===== src/rtl/assert_macros.svh =====
// ---------------------------------------------------------------------------
// Assertion macros
// Concurrent assertion wrappers shared by the RTL; empty in synthesis.
// ---------------------------------------------------------------------------
`ifndef ASSERT_MACROS_SVH
`define ASSERT_MACROS_SVH

`ifndef SYNTHESIS
// Check prop at every rising edge of clk, skip while rst_n is low.
`define VSL_ASSERT(label, clk, rst_n, prop) \
  label: assert property (@(posedge clk) disable iff (!rst_n) prop) \
    else $error("vsl assertion failed");
// Check prop at every rising edge of clk, reset included.
`define VSL_ASSERT_ALWAYS(label, clk, prop) \
  label: assert property (@(posedge clk) prop) \
    else $error("vsl assertion failed");
`else
`define VSL_ASSERT(label, clk, rst_n, prop)
`define VSL_ASSERT_ALWAYS(label, clk, prop)
`endif

`endif


===== src/rtl/vsl_pkg.sv =====
// ---------------------------------------------------------------------------
// vsl_pkg
// Types, codes and helpers for the velocity slew limiter.
// ---------------------------------------------------------------------------
`default_nettype none

package vsl_pkg;

  localparam int unsigned Q24_W  = 24;
  localparam int unsigned STICK_W = 18;
  localparam int unsigned REG_W  = 23;
  localparam int unsigned DB_W   = 17;
  localparam int unsigned IDX_W  = 3;

  typedef logic signed [Q24_W-1:0]   q24_t;
  typedef logic signed [STICK_W-1:0] stick_t;
  typedef logic [REG_W-1:0]          reg23_t;
  typedef logic [DB_W-1:0]           db_t;

  typedef enum logic [1:0] {
    OP_JOY  = 2'd0,
    OP_CMD  = 2'd1,
    OP_TICK = 2'd2
  } op_t;

  typedef enum logic [IDX_W-1:0] {
    IDX_SPEED_GAIN = 3'd0,
    IDX_TURN_GAIN  = 3'd1,
    IDX_SPEED_STEP = 3'd2,
    IDX_TURN_STEP  = 3'd3,
    IDX_SPEED_SNAP = 3'd4,
    IDX_TURN_SNAP  = 3'd5,
    IDX_DEADBAND   = 3'd6
  } cfg_idx_t;

  localparam reg23_t RST_SPEED_GAIN = 23'd13107;
  localparam reg23_t RST_TURN_GAIN  = 23'd65536;
  localparam reg23_t RST_SPEED_STEP = 23'd328;
  localparam reg23_t RST_TURN_STEP  = 23'd39322;
  localparam reg23_t RST_SPEED_SNAP = 23'd3932;
  localparam reg23_t RST_TURN_SNAP  = 23'd19661;
  localparam db_t    RST_DEADBAND   = 17'd6554;

  typedef struct packed {
    reg23_t speed_gain;
    reg23_t turn_gain;
    reg23_t speed_step;
    reg23_t turn_step;
    reg23_t speed_snap;
    reg23_t turn_snap;
    db_t    deadband;
  } cfg_t;

  localparam q24_t Q24_MAX = 24'sh7FFFFF;
  localparam q24_t Q24_MIN = 24'sh800000;

  // Clamp a 27-bit signed value to the Q8.16 range.
  function automatic q24_t sat_q24(input logic signed [26:0] v);
    logic ovf_hi;
    logic ovf_lo;
    ovf_hi = !v[26] && (v[25:23] != 3'b000);
    ovf_lo = v[26] && (v[25:23] != 3'b111);
    if (ovf_hi) begin
      return Q24_MAX;
    end else if (ovf_lo) begin
      return Q24_MIN;
    end
    return q24_t'(v[23:0]);
  endfunction

endpackage

`default_nettype wire


===== src/rtl/vsl_in_if.sv =====
// ---------------------------------------------------------------------------
// vsl_in_if
// Input item channel: item kind, stick axes and direct targets.
// ---------------------------------------------------------------------------
`default_nettype none

interface vsl_in_if;
  import vsl_pkg::*;
  logic         valid;
  logic         ready;
  logic [1:0]   op;
  stick_t       stick_side;
  stick_t       stick_fore;
  q24_t         cmd_linear;
  q24_t         cmd_angular;

  modport source (output valid, op, stick_side, stick_fore, cmd_linear, cmd_angular,
                  input ready);
  modport sink   (input valid, op, stick_side, stick_fore, cmd_linear, cmd_angular,
                  output ready);
endinterface

`default_nettype wire


===== src/rtl/vsl_out_if.sv =====
// ---------------------------------------------------------------------------
// vsl_out_if
// Result item channel: drive values and snap flag.
// ---------------------------------------------------------------------------
`default_nettype none

interface vsl_out_if;
  import vsl_pkg::*;
  logic valid;
  logic ready;
  q24_t drive_speed;
  q24_t drive_turn;
  logic snapped;

  modport source (output valid, drive_speed, drive_turn, snapped, input ready);
  modport sink   (input valid, drive_speed, drive_turn, snapped, output ready);
endinterface

`default_nettype wire


===== src/rtl/vsl_cfg_if.sv =====
// ---------------------------------------------------------------------------
// vsl_cfg_if
// Configuration write channel: register index and write data.
// ---------------------------------------------------------------------------
`default_nettype none

interface vsl_cfg_if;
  import vsl_pkg::*;
  logic             valid;
  logic             ready;
  logic [IDX_W-1:0] index;
  reg23_t           data;

  modport source (output valid, index, data, input ready);
  modport sink   (input valid, index, data, output ready);
endinterface

`default_nettype wire


===== src/rtl/vsl_cfg_regs.sv =====
// ---------------------------------------------------------------------------
// vsl_cfg_regs
// Configuration register file, one write per accepted item.
// ---------------------------------------------------------------------------
`default_nettype none

module vsl_cfg_regs
  import vsl_pkg::*;
(
  input  wire logic   clk,
  input  wire logic   rst_n,
  vsl_cfg_if.sink     cfg_ch,
  output cfg_t        cfg
);

  cfg_t cfg_r;
  cfg_t cfg_nxt;

  assign cfg_ch.ready = 1'b1;
  assign cfg          = cfg_r;

  always_comb begin
    cfg_nxt = cfg_r;
    if (cfg_ch.valid) begin
      unique case (cfg_idx_t'(cfg_ch.index))
        IDX_SPEED_GAIN: cfg_nxt.speed_gain = cfg_ch.data;
        IDX_TURN_GAIN:  cfg_nxt.turn_gain  = cfg_ch.data;
        IDX_SPEED_STEP: cfg_nxt.speed_step = cfg_ch.data;
        IDX_TURN_STEP:  cfg_nxt.turn_step  = cfg_ch.data;
        IDX_SPEED_SNAP: cfg_nxt.speed_snap = cfg_ch.data;
        IDX_TURN_SNAP:  cfg_nxt.turn_snap  = cfg_ch.data;
        IDX_DEADBAND:   cfg_nxt.deadband   = cfg_ch.data[DB_W-1:0];
        default:        cfg_nxt = cfg_r;
      endcase
    end
  end

  always_ff @(posedge clk) begin
    if (!rst_n) begin
      cfg_r.speed_gain <= RST_SPEED_GAIN;
      cfg_r.turn_gain  <= RST_TURN_GAIN;
      cfg_r.speed_step <= RST_SPEED_STEP;
      cfg_r.turn_step  <= RST_TURN_STEP;
      cfg_r.speed_snap <= RST_SPEED_SNAP;
      cfg_r.turn_snap  <= RST_TURN_SNAP;
      cfg_r.deadband   <= RST_DEADBAND;
    end else begin
      cfg_r <= cfg_nxt;
    end
  end

endmodule

`default_nettype wire


===== src/rtl/vsl_target.sv =====
// ---------------------------------------------------------------------------
// vsl_target
// Target update: stick scaling with deadband, direct command, or hold.
// ---------------------------------------------------------------------------
`default_nettype none

module vsl_target
  import vsl_pkg::*;
(
  input  wire logic [1:0] op,
  input  wire stick_t     stick_side,
  input  wire stick_t     stick_fore,
  input  wire q24_t       cmd_linear,
  input  wire q24_t       cmd_angular,
  input  wire q24_t       tgt_speed,
  input  wire q24_t       tgt_turn,
  input  wire cfg_t       cfg,
  output q24_t            tgt_speed_nxt,
  output q24_t            tgt_turn_nxt
);

  logic [STICK_W-1:0]  side_mag;
  logic [STICK_W-1:0]  fore_mag;
  logic                idle;
  logic signed [41:0]  prod_speed;
  logic signed [41:0]  prod_turn;
  logic signed [41:0]  adj_speed;
  logic signed [41:0]  adj_turn;
  logic signed [25:0]  q_speed;
  logic signed [25:0]  q_turn;
  logic signed [25:0]  q_turn_dir;
  q24_t                joy_speed;
  q24_t                joy_turn;

  // Magnitude as unsigned; the most negative value maps to its true size.
  assign side_mag = stick_side[STICK_W-1] ? (-stick_side) : stick_side;
  assign fore_mag = stick_fore[STICK_W-1] ? (-stick_fore) : stick_fore;
  assign idle     = (fore_mag <= {1'b0, cfg.deadband}) && (side_mag <= {1'b0, cfg.deadband});

  assign prod_speed = 42'(stick_fore) * $signed({1'b0, cfg.speed_gain});
  assign prod_turn  = 42'(stick_side) * $signed({1'b0, cfg.turn_gain});

  // Truncate toward zero: bias negative products before the shift.
  assign adj_speed = prod_speed + (prod_speed[41] ? 42'sd65535 : 42'sd0);
  assign adj_turn  = prod_turn  + (prod_turn[41]  ? 42'sd65535 : 42'sd0);
  assign q_speed   = adj_speed[41:16];
  assign q_turn    = adj_turn[41:16];

  assign q_turn_dir = stick_fore[STICK_W-1] ? (-q_turn) : q_turn;
  assign joy_speed  = sat_q24({q_speed[25], q_speed});
  assign joy_turn   = sat_q24({q_turn_dir[25], q_turn_dir});

  always_comb begin
    unique case (op)
      OP_JOY: begin
        tgt_speed_nxt = idle ? '0 : joy_speed;
        tgt_turn_nxt  = idle ? '0 : joy_turn;
      end
      OP_CMD: begin
        tgt_speed_nxt = cmd_linear;
        tgt_turn_nxt  = cmd_angular;
      end
      default: begin
        tgt_speed_nxt = tgt_speed;
        tgt_turn_nxt  = tgt_turn;
      end
    endcase
  end

endmodule

`default_nettype wire


===== src/rtl/vsl_slew.sv =====
// ---------------------------------------------------------------------------
// vsl_slew
// Drive update: snap to targets when both are close, else step each channel.
// ---------------------------------------------------------------------------
`default_nettype none

module vsl_slew
  import vsl_pkg::*;
(
  input  wire q24_t  tgt_speed,
  input  wire q24_t  tgt_turn,
  input  wire q24_t  cur_speed,
  input  wire q24_t  cur_turn,
  input  wire cfg_t  cfg,
  output q24_t       cur_speed_nxt,
  output q24_t       cur_turn_nxt,
  output logic       snap
);

  logic signed [24:0] diff_speed;
  logic signed [24:0] diff_turn;
  logic [24:0]        mag_speed;
  logic [24:0]        mag_turn;
  logic signed [26:0] up_speed;
  logic signed [26:0] dn_speed;
  logic signed [26:0] up_turn;
  logic signed [26:0] dn_turn;
  q24_t               step_speed;
  q24_t               step_turn;

  assign diff_speed = 25'(tgt_speed) - 25'(cur_speed);
  assign diff_turn  = 25'(tgt_turn)  - 25'(cur_turn);
  assign mag_speed  = diff_speed[24] ? (-diff_speed) : diff_speed;
  assign mag_turn   = diff_turn[24]  ? (-diff_turn)  : diff_turn;

  assign snap = (mag_speed <= {2'b00, cfg.speed_snap}) &&
                (mag_turn  <= {2'b00, cfg.turn_snap});

  assign up_speed = 27'(cur_speed) + $signed({4'b0000, cfg.speed_step});
  assign dn_speed = 27'(cur_speed) - $signed({4'b0000, cfg.speed_step});
  assign up_turn  = 27'(cur_turn)  + $signed({4'b0000, cfg.turn_step});
  assign dn_turn  = 27'(cur_turn)  - $signed({4'b0000, cfg.turn_step});

  // Step toward the target; hold on zero difference.
  always_comb begin
    if (diff_speed > 0) begin
      step_speed = sat_q24(up_speed);
    end else if (diff_speed < 0) begin
      step_speed = sat_q24(dn_speed);
    end else begin
      step_speed = cur_speed;
    end
    if (diff_turn > 0) begin
      step_turn = sat_q24(up_turn);
    end else if (diff_turn < 0) begin
      step_turn = sat_q24(dn_turn);
    end else begin
      step_turn = cur_turn;
    end
  end

  assign cur_speed_nxt = snap ? tgt_speed : step_speed;
  assign cur_turn_nxt  = snap ? tgt_turn  : step_turn;

endmodule

`default_nettype wire


===== src/rtl/velocity_slew_limiter_unit.sv =====
// ---------------------------------------------------------------------------
// velocity_slew_limiter_unit
// Two-channel Q8.16 speed/turn ramp for a mobile base, one result per item.
// ---------------------------------------------------------------------------
//
//   port     dir  role
//   in_ch    in   item: op, stick_side, stick_fore, cmd_linear, cmd_angular
//   out_ch   out  result: drive_speed, drive_turn, snapped
//   cfg_ch   in   register write: index, data (always ready)
//
// An item is captured in the input register, computed from there and lands
// in the result register once that is free or draining; one item per cycle
// is sustained while out_ch is not stalled. The gain multiply, truncation,
// target select, difference and step adders form the single combinational
// stage between the registers. Targets and drive values update when the item
// moves into the result register, so the next item sees them without a gap.
// Synchronous active-low reset clears state, valids and configuration registers to defaults.
// A stalled result holds the input register; in_ch.ready drops only then.
// ---------------------------------------------------------------------------
`default_nettype none
`include "assert_macros.svh"

module velocity_slew_limiter_unit
  import vsl_pkg::*;
(
  input  wire logic clk,
  input  wire logic rst_n,
  vsl_in_if.sink    in_ch,
  vsl_out_if.source out_ch,
  vsl_cfg_if.sink   cfg_ch
);

  cfg_t cfg;

  // Input register
  logic        s1_valid_r;
  logic        s1_valid_nxt;
  logic [1:0]  s1_op_r;
  stick_t      s1_side_r;
  stick_t      s1_fore_r;
  q24_t        s1_lin_r;
  q24_t        s1_ang_r;

  // Block state
  q24_t tgt_speed_r;
  q24_t tgt_turn_r;
  q24_t cur_speed_r;
  q24_t cur_turn_r;

  q24_t tgt_speed_nxt;
  q24_t tgt_turn_nxt;
  q24_t cur_speed_nxt;
  q24_t cur_turn_nxt;
  logic snap;

  // Result register
  logic out_valid_r;
  logic out_valid_nxt;
  q24_t out_speed_r;
  q24_t out_turn_r;
  logic out_snap_r;

  logic s1_adv;
  logic in_take;

  vsl_cfg_regs u_cfg (
    .clk    (clk),
    .rst_n  (rst_n),
    .cfg_ch (cfg_ch),
    .cfg    (cfg)
  );

  vsl_target u_target (
    .op            (s1_op_r),
    .stick_side    (s1_side_r),
    .stick_fore    (s1_fore_r),
    .cmd_linear    (s1_lin_r),
    .cmd_angular   (s1_ang_r),
    .tgt_speed     (tgt_speed_r),
    .tgt_turn      (tgt_turn_r),
    .cfg           (cfg),
    .tgt_speed_nxt (tgt_speed_nxt),
    .tgt_turn_nxt  (tgt_turn_nxt)
  );

  vsl_slew u_slew (
    .tgt_speed     (tgt_speed_nxt),
    .tgt_turn      (tgt_turn_nxt),
    .cur_speed     (cur_speed_r),
    .cur_turn      (cur_turn_r),
    .cfg           (cfg),
    .cur_speed_nxt (cur_speed_nxt),
    .cur_turn_nxt  (cur_turn_nxt),
    .snap          (snap)
  );

  // Advance the computed item when the result register is free or draining.
  assign s1_adv       = s1_valid_r && (!out_valid_r || out_ch.ready);
  assign in_ch.ready  = !s1_valid_r || s1_adv;
  assign in_take      = in_ch.valid && in_ch.ready;

  assign s1_valid_nxt  = in_take || (s1_valid_r && !s1_adv);
  assign out_valid_nxt = s1_adv || (out_valid_r && !out_ch.ready);

  always_ff @(posedge clk) begin
    if (!rst_n) begin
      s1_valid_r  <= 1'b0;
      out_valid_r <= 1'b0;
      tgt_speed_r <= '0;
      tgt_turn_r  <= '0;
      cur_speed_r <= '0;
      cur_turn_r  <= '0;
    end else begin
      s1_valid_r  <= s1_valid_nxt;
      out_valid_r <= out_valid_nxt;
      if (s1_adv) begin
        tgt_speed_r <= tgt_speed_nxt;
        tgt_turn_r  <= tgt_turn_nxt;
        cur_speed_r <= cur_speed_nxt;
        cur_turn_r  <= cur_turn_nxt;
      end
    end
  end

  // Payload registers: load on take / advance, no reset.
  always_ff @(posedge clk) begin
    if (in_take) begin
      s1_op_r   <= in_ch.op;
      s1_side_r <= in_ch.stick_side;
      s1_fore_r <= in_ch.stick_fore;
      s1_lin_r  <= in_ch.cmd_linear;
      s1_ang_r  <= in_ch.cmd_angular;
    end
    if (s1_adv) begin
      out_speed_r <= cur_speed_nxt;
      out_turn_r  <= cur_turn_nxt;
      out_snap_r  <= snap;
    end
  end

  assign out_ch.valid       = out_valid_r;
  assign out_ch.drive_speed = out_speed_r;
  assign out_ch.drive_turn  = out_turn_r;
  assign out_ch.snapped     = out_snap_r;

  // A pending result always mirrors the drive state it was made from.
  `VSL_ASSERT(a_out_matches_state, clk, rst_n, out_valid_r |-> (out_speed_r == cur_speed_r && out_turn_r == cur_turn_r))
  // A snapped result leaves the drive values sitting on the targets.
  `VSL_ASSERT(a_snap_on_target, clk, rst_n, (out_valid_r && out_snap_r) |-> (cur_speed_r == tgt_speed_r && cur_turn_r == tgt_turn_r))
  // Drive state changes only when an item advances.
  `VSL_ASSERT(a_state_hold, clk, rst_n, (rst_n && !s1_adv) |=> ($stable(cur_speed_r) && $stable(cur_turn_r)))
  // Backpressure on the input only when both registers are full and stalled.
  `VSL_ASSERT_ALWAYS(a_ready_cause, clk, !in_ch.ready |-> (s1_valid_r && out_valid_r && !out_ch.ready))

endmodule

`default_nettype wire

===== src/flat_wrapper.sv =====
// flat-port wrapper written by rule: the top's interface ports become plain ports
module velocity_slew_limiter_unit_flat import vsl_pkg::*;
  (clk, rst_n, in_ch_valid, in_ch_op, in_ch_stick_side, in_ch_stick_fore, in_ch_cmd_linear, in_ch_cmd_angular, in_ch_ready, out_ch_valid, out_ch_drive_speed, out_ch_drive_turn, out_ch_snapped, out_ch_ready, cfg_ch_valid, cfg_ch_index, cfg_ch_data, cfg_ch_ready);
  vsl_in_if in_ch_i ();
  vsl_out_if out_ch_i ();
  vsl_cfg_if cfg_ch_i ();
  input  wire logic clk;
  input  wire logic rst_n;
  input wire logic [$bits(in_ch_i.valid)-1:0] in_ch_valid;
  input wire logic [$bits(in_ch_i.op)-1:0] in_ch_op;
  input wire logic [$bits(in_ch_i.stick_side)-1:0] in_ch_stick_side;
  input wire logic [$bits(in_ch_i.stick_fore)-1:0] in_ch_stick_fore;
  input wire logic [$bits(in_ch_i.cmd_linear)-1:0] in_ch_cmd_linear;
  input wire logic [$bits(in_ch_i.cmd_angular)-1:0] in_ch_cmd_angular;
  output wire logic [$bits(in_ch_i.ready)-1:0] in_ch_ready;
  output wire logic [$bits(out_ch_i.valid)-1:0] out_ch_valid;
  output wire logic [$bits(out_ch_i.drive_speed)-1:0] out_ch_drive_speed;
  output wire logic [$bits(out_ch_i.drive_turn)-1:0] out_ch_drive_turn;
  output wire logic [$bits(out_ch_i.snapped)-1:0] out_ch_snapped;
  input wire logic [$bits(out_ch_i.ready)-1:0] out_ch_ready;
  input wire logic [$bits(cfg_ch_i.valid)-1:0] cfg_ch_valid;
  input wire logic [$bits(cfg_ch_i.index)-1:0] cfg_ch_index;
  input wire logic [$bits(cfg_ch_i.data)-1:0] cfg_ch_data;
  output wire logic [$bits(cfg_ch_i.ready)-1:0] cfg_ch_ready;
  assign in_ch_i.valid = in_ch_valid;
  assign in_ch_i.op = in_ch_op;
  assign in_ch_i.stick_side = in_ch_stick_side;
  assign in_ch_i.stick_fore = in_ch_stick_fore;
  assign in_ch_i.cmd_linear = in_ch_cmd_linear;
  assign in_ch_i.cmd_angular = in_ch_cmd_angular;
  assign in_ch_ready = in_ch_i.ready;
  assign out_ch_valid = out_ch_i.valid;
  assign out_ch_drive_speed = out_ch_i.drive_speed;
  assign out_ch_drive_turn = out_ch_i.drive_turn;
  assign out_ch_snapped = out_ch_i.snapped;
  assign out_ch_i.ready = out_ch_ready;
  assign cfg_ch_i.valid = cfg_ch_valid;
  assign cfg_ch_i.index = cfg_ch_index;
  assign cfg_ch_i.data = cfg_ch_data;
  assign cfg_ch_ready = cfg_ch_i.ready;
  velocity_slew_limiter_unit u_core (.clk(clk), .rst_n(rst_n), .in_ch(in_ch_i), .out_ch(out_ch_i), .cfg_ch(cfg_ch_i));
endmodule

===== config.mk =====
export PLATFORM = sky130hd
export DESIGN_NAME = velocity_slew_limiter_unit_flat
export DESIGN_NICKNAME = d
export VERILOG_FILES = /design/src/rtl/vsl_pkg.sv /design/src/rtl/vsl_in_if.sv /design/src/rtl/vsl_out_if.sv /design/src/rtl/vsl_cfg_if.sv /design/src/rtl/vsl_cfg_regs.sv /design/src/rtl/vsl_target.sv /design/src/rtl/vsl_slew.sv /design/src/rtl/velocity_slew_limiter_unit.sv /design/src/flat_wrapper.sv
export VERILOG_INCLUDE_DIRS = /design/src /design/src/rtl
export SDC_FILE = /design/constraint.sdc
export NUM_CORES = 2
export LEC_CHECK = 0
export BUFFER_PORTS_ARGS = -buffer_cell sky130_fd_sc_hd__buf_2
export CAP_MARGIN = 10
export CELL_PAD_IN_SITES_DETAIL_PLACEMENT = 1
export CELL_PAD_IN_SITES_GLOBAL_PLACEMENT = 2
export CORE_UTILIZATION = 43
export DETAILED_ROUTE_END_ITERATION = 6
export PLACE_DENSITY = 0.84
export RECOVER_POWER = 25
export SKIP_LAST_GASP = 1
export SLEW_MARGIN = 25
export SYNTH_ARGS = -nofsm -noshare
export SYNTH_HDL_FRONTEND = slang
export SYNTH_SLANG_ARGS = --single-unit

===== constraint.sdc =====
create_clock -name clk -period 41.8 [get_ports clk]
set_input_delay 2.09 -clock clk [delete_from_list [all_inputs] [get_ports clk]]
set_output_delay 2.09 -clock clk [all_outputs]
set_load 0.03 [all_outputs]

==> summary.txt <==
Status
  – Outcome: finished, violations left
  – Violated checks: capacitance limit, slew limit

Timing
  – Fin Clk Skew: about 76 ps
  – Fmax: 0.0492 GHz
  – Period utilization: 48.6%
  – Worst hold slack: between 400 and 500 ps
  – Tmin final: 20330 ps
  – Slew margin rel.: -220%
  – Final setup violation count: 0
  – Max Slew Vio Count: ~120
  – RSZ-0062 raised after global routing: false
  – Slew of the pin with the lowest slew margin: between 4000 and 5000 ps
  – Setup TNS: 0 ps
  – Hold Vio Cnt, Final: 0

Worst setup path
  – Worst Setup End Kind: flip-flop
  – FF-to-FF End: u_core.cur_turn_r[2]$_SDFFE_PN0P_
  – Required time worst endpoint: roughly 42000 ps
  – Largest fanout on the critical path: 63
  – Worst path slowest cell: dfxtp_1
  – Crit-path max cell delay: 1070 ps
  – Cells on worst reg2reg path: 72
  – CP startpoint kind: flip-flop
  – R2r setup slk: between 20000 and 25000 ps
  – Crit path DAT: 20930 ps
  – Worst r2r src: u_core.u_cfg.cfg[118]$_SDFFE_PN0P_
  – CP Class: reg -> reg

Synth
  – Synth Area in XOR/XNOR: 4.30%
  – Syn_area_per_cell: 8.17 µm²
  – Post-synthesis register bit count: just under 400
  – Ys flop type: dfxtp_1
  – Async set-reset flop share out of synthesis: 0%
  – Count leader, synth: inv_1
  – Largest family of logic cells by synthesized area: adder cells
  – Post-synth top area share: about a quarter
  – Gate Count Post-Synth: around 7100
  – Yosys warnings: 0
  – Largest area contributor in the netlist: fa_1
  – Sequential share of the synthesized area: between 15 and 20%
  – Adder-Cell Fraction of Synth Area: approximately a third
  – Synth Net Count: 8384
  – Multiplexer share of the synthesized area: less than 1%
  – Synth cell types: 115
  – Synth top area cells: fa_1 (24%), ha_1 (12%), dfxtp_1 (8.8%), inv_1 (7.2%), edfxtp_1 (7.0%)
  – Most frequent cells after synthesis: inv_1 (1099), nand2_1 (1070), fa_1 (678)
  – Synth Area in Compound Gates: 15.3%
  – Simple-gate share of the synthesized area: between 15 and 20%
  – Mapped Area: about 58000 µm²
  – EDFF count, synth: roughly 140

Global route
  – Vias in the first global route: 54400
  – Initial antenna violation count: 9
  – GR Overflow Total: 0
  – Largest net degree at the start of global routing: between 70 and 80
  – First-pass GRT wire length: around 320 mm
  – GRT Total Usage: 31.1%

Floorplanning
  – Die span in y: about 370 µm
  – Row Count: between 100 and 150
  – Total core area: approximately 130000 µm²
  – Die W: about 370 µm
  – DIE AREA: around 140000 µm²
  – Initial Utilization: between 40% and 50%
  – # IOs: 169

Job
  – MaxCap Viol Count: 3

Pwr
  – Overall power: 3.97 mW
  – Peak supply drop: 0.0874 mV
  – Pwr dens: roughly 64 nW/µm²
  – Leak: between 20 and 30 nW

Routing
  – Total number of vias: around 50000
  – DRT iter0 DRCs: between 3000 and 4000
  – Drt first pass iters: 6
  – Post-DRT Antenna Nets: 0
  – DR WL/cell: 23.9 µm
  – Drt drc: 0
  – Vias per Instance: around 5.7
  – Drt total wl: roughly 210 mm

Clock network
  – CTS tree: done
  – Clock latency on the worst-skew pair: roughly 680 ps
  – Worst-path clk slew: roughly 60 ps
  – Post_cts resized: 0
  – Root Driver: clkbuf_16
  – Postcts setup bufs: 0
  – Hold Buf Count CTS: 0
  – Num Clock Sinks: 388
  – H-tree Lvls: 2
  – Number of CTS-inserted buffers: 52
  – Max clock buf depth: 3

Placement
  – Placer congestion estimate: 0.891
  – Number of buffers added on ports: 167
  – HPWL after DPL: 161 mm
  – DP Cell Count: roughly 8700

Cells and area
  – Share of cells above drive strength 1: ~6.6%
  – Final nets: ~8300
  – Cell Count, Final, Fillers Out: 8799
  – Area grow syn2layout: 7.74%
  – Final core occ: between 40% and 50%

Min path
  – Worst Hold Endpoint: u_core.u_cfg.cfg[22]$_SDFFE_PN0P_
  – Hold WC Path Type: reg -> reg
  – HP Start: u_core.u_cfg.cfg[22]$_SDFFE_PN0P_
  – Hold Path Depth: 2
==> state kept, by name, indices dropped and copies added, names as in the netlist, 2 cells and up <==
signal,cells
u_core.cur_speed_r,24
u_core.s1_side_r,18
u_core.out_ch.drive_turn,24
u_core.s1_ang_r,24
u_core.cur_turn_r,24
u_core.tgt_turn_r,24
u_core.u_cfg.cfg,155
u_core.s1_lin_r,24
u_core.tgt_speed_r,24
u_core.s1_op_r,2
u_core.out_ch.drive_speed,24
u_core.s1_fore_r,18
==> kinds of logic (layout without fill, tap and decap cells) <==
group,count (synthesis),in the layout
fa+ha+maj,1214,1214
compound gates,1364,1364
simple gates,2253,2253
xor+xnor,282,282
mux,55,55
other cells,1,4
buf+inv,1496,1484
flops,388,388
==> power by group <==
group	leakage [nW]	switching, mW	internal, mW
Sequential	3.36	0.0344	0.442
Combinational	23.9	1.92	1.08
Clock	0.900	0.206	0.290
Total	28.2	2.16	1.81
==> per-stage QoR <==
stage	instance area [µm²]	setup slack, ps
finish	62100	21470
global route	62100	20140
CTS	62000	21670
detailed placement	60100	21670
global placement	60000	22340
floorplan	57600	23770
==> worst max path at each step <==
stage | startpoint | to | cells after the start | slack, ps
floorplan | u_core.s1_fore_r[17]$_DFFE_PP_ | u_core.out_ch.drive_turn[21]$_DFFE_PP_ | 84 | 23770
CTS | u_core.s1_side_r[6]$_DFFE_PP_ | u_core.cur_turn_r[2]$_SDFFE_PN0P_ | 72 | 21670
global route | u_core.s1_side_r[5]$_DFFE_PP_ | u_core.cur_turn_r[2]$_SDFFE_PN0P_ | 70 | 20140
finish | u_core.u_cfg.cfg[118]$_SDFFE_PN0P_ | u_core.cur_turn_r[2]$_SDFFE_PN0P_ | 72 | 21470
detailed placement | u_core.s1_side_r[6]$_DFFE_PP_ | u_core.cur_turn_r[2]$_SDFFE_PN0P_ | 72 | 21670
global placement | u_core.s1_side_r[9]$_DFFE_PP_ | u_core.cur_turn_r[2]$_SDFFE_PN0P_ | 70 | 22340
==> layout make-up <==
type / instances / area (µm²)
Antenna cell: 3 / 7.51
Clock buffer: 66 / 1480
Clock inverter: 31 / 393
Fill cell: 16000 / 70100
Inverter: 1100 / 4130
Multi-Input combinational cell: 5169 / 42900
Sequential cell: 388 / 9120
Tap cell: 1755 / 2200
Timing Repair Buffer: 287 / 1810
==> per-layer routing <==
metal | GRT usage, % | part of all wire [%] | up-vias
met2 | 53.1 | 48 | 1179
met5 | 0 | 0.024 | -
li1 | - | - | 22900
met4 | 10.2 | 3.3 | 8
met1 | 41.1 | 44 | 26000
met3 | 3.09 | 4.5 | 318
==> placed cells by master, fill, tap and decap left out, types with 27 or more instances in the layout <==
master,instances
inv_1,1097
nand2_1,1069
fa_1,678
ha_1,536
a21oi_1,468
and2_1,275
nor2_1,255
dfxtp_1,252
o21ai_0,236
xnor2_1,200
buf_2,143
nand3_1,141
edfxtp_1,135
buf_4,105
nor3_1,102
a21o_1,87
o211ai_1,80
xor2_1,80
nand2b_1,76
and3_1,65
nor2b_1,61
a211oi_1,61
clkbuf_16,55
a31oi_1,50
o21a_1,46
mux2i_1,42
or3_1,42
nand4_1,37
o31ai_1,34
clkbuf_1,30
o21ai_1,27
==> critical path: cells and delay by family, from the launching register on <==
| family | cells | cell delay [ps] |
|---|---|---|
| compound gates | 30 | 7640 |
| simple gates | 21 | 5250 |
| fa+ha+maj | 11 | 4610 |
| buf+inv | 8 | 1170 |
| flops | 1 | 1070 |
| xor+xnor | 2 | 450 |
Power figures use the tool's default switching activity.
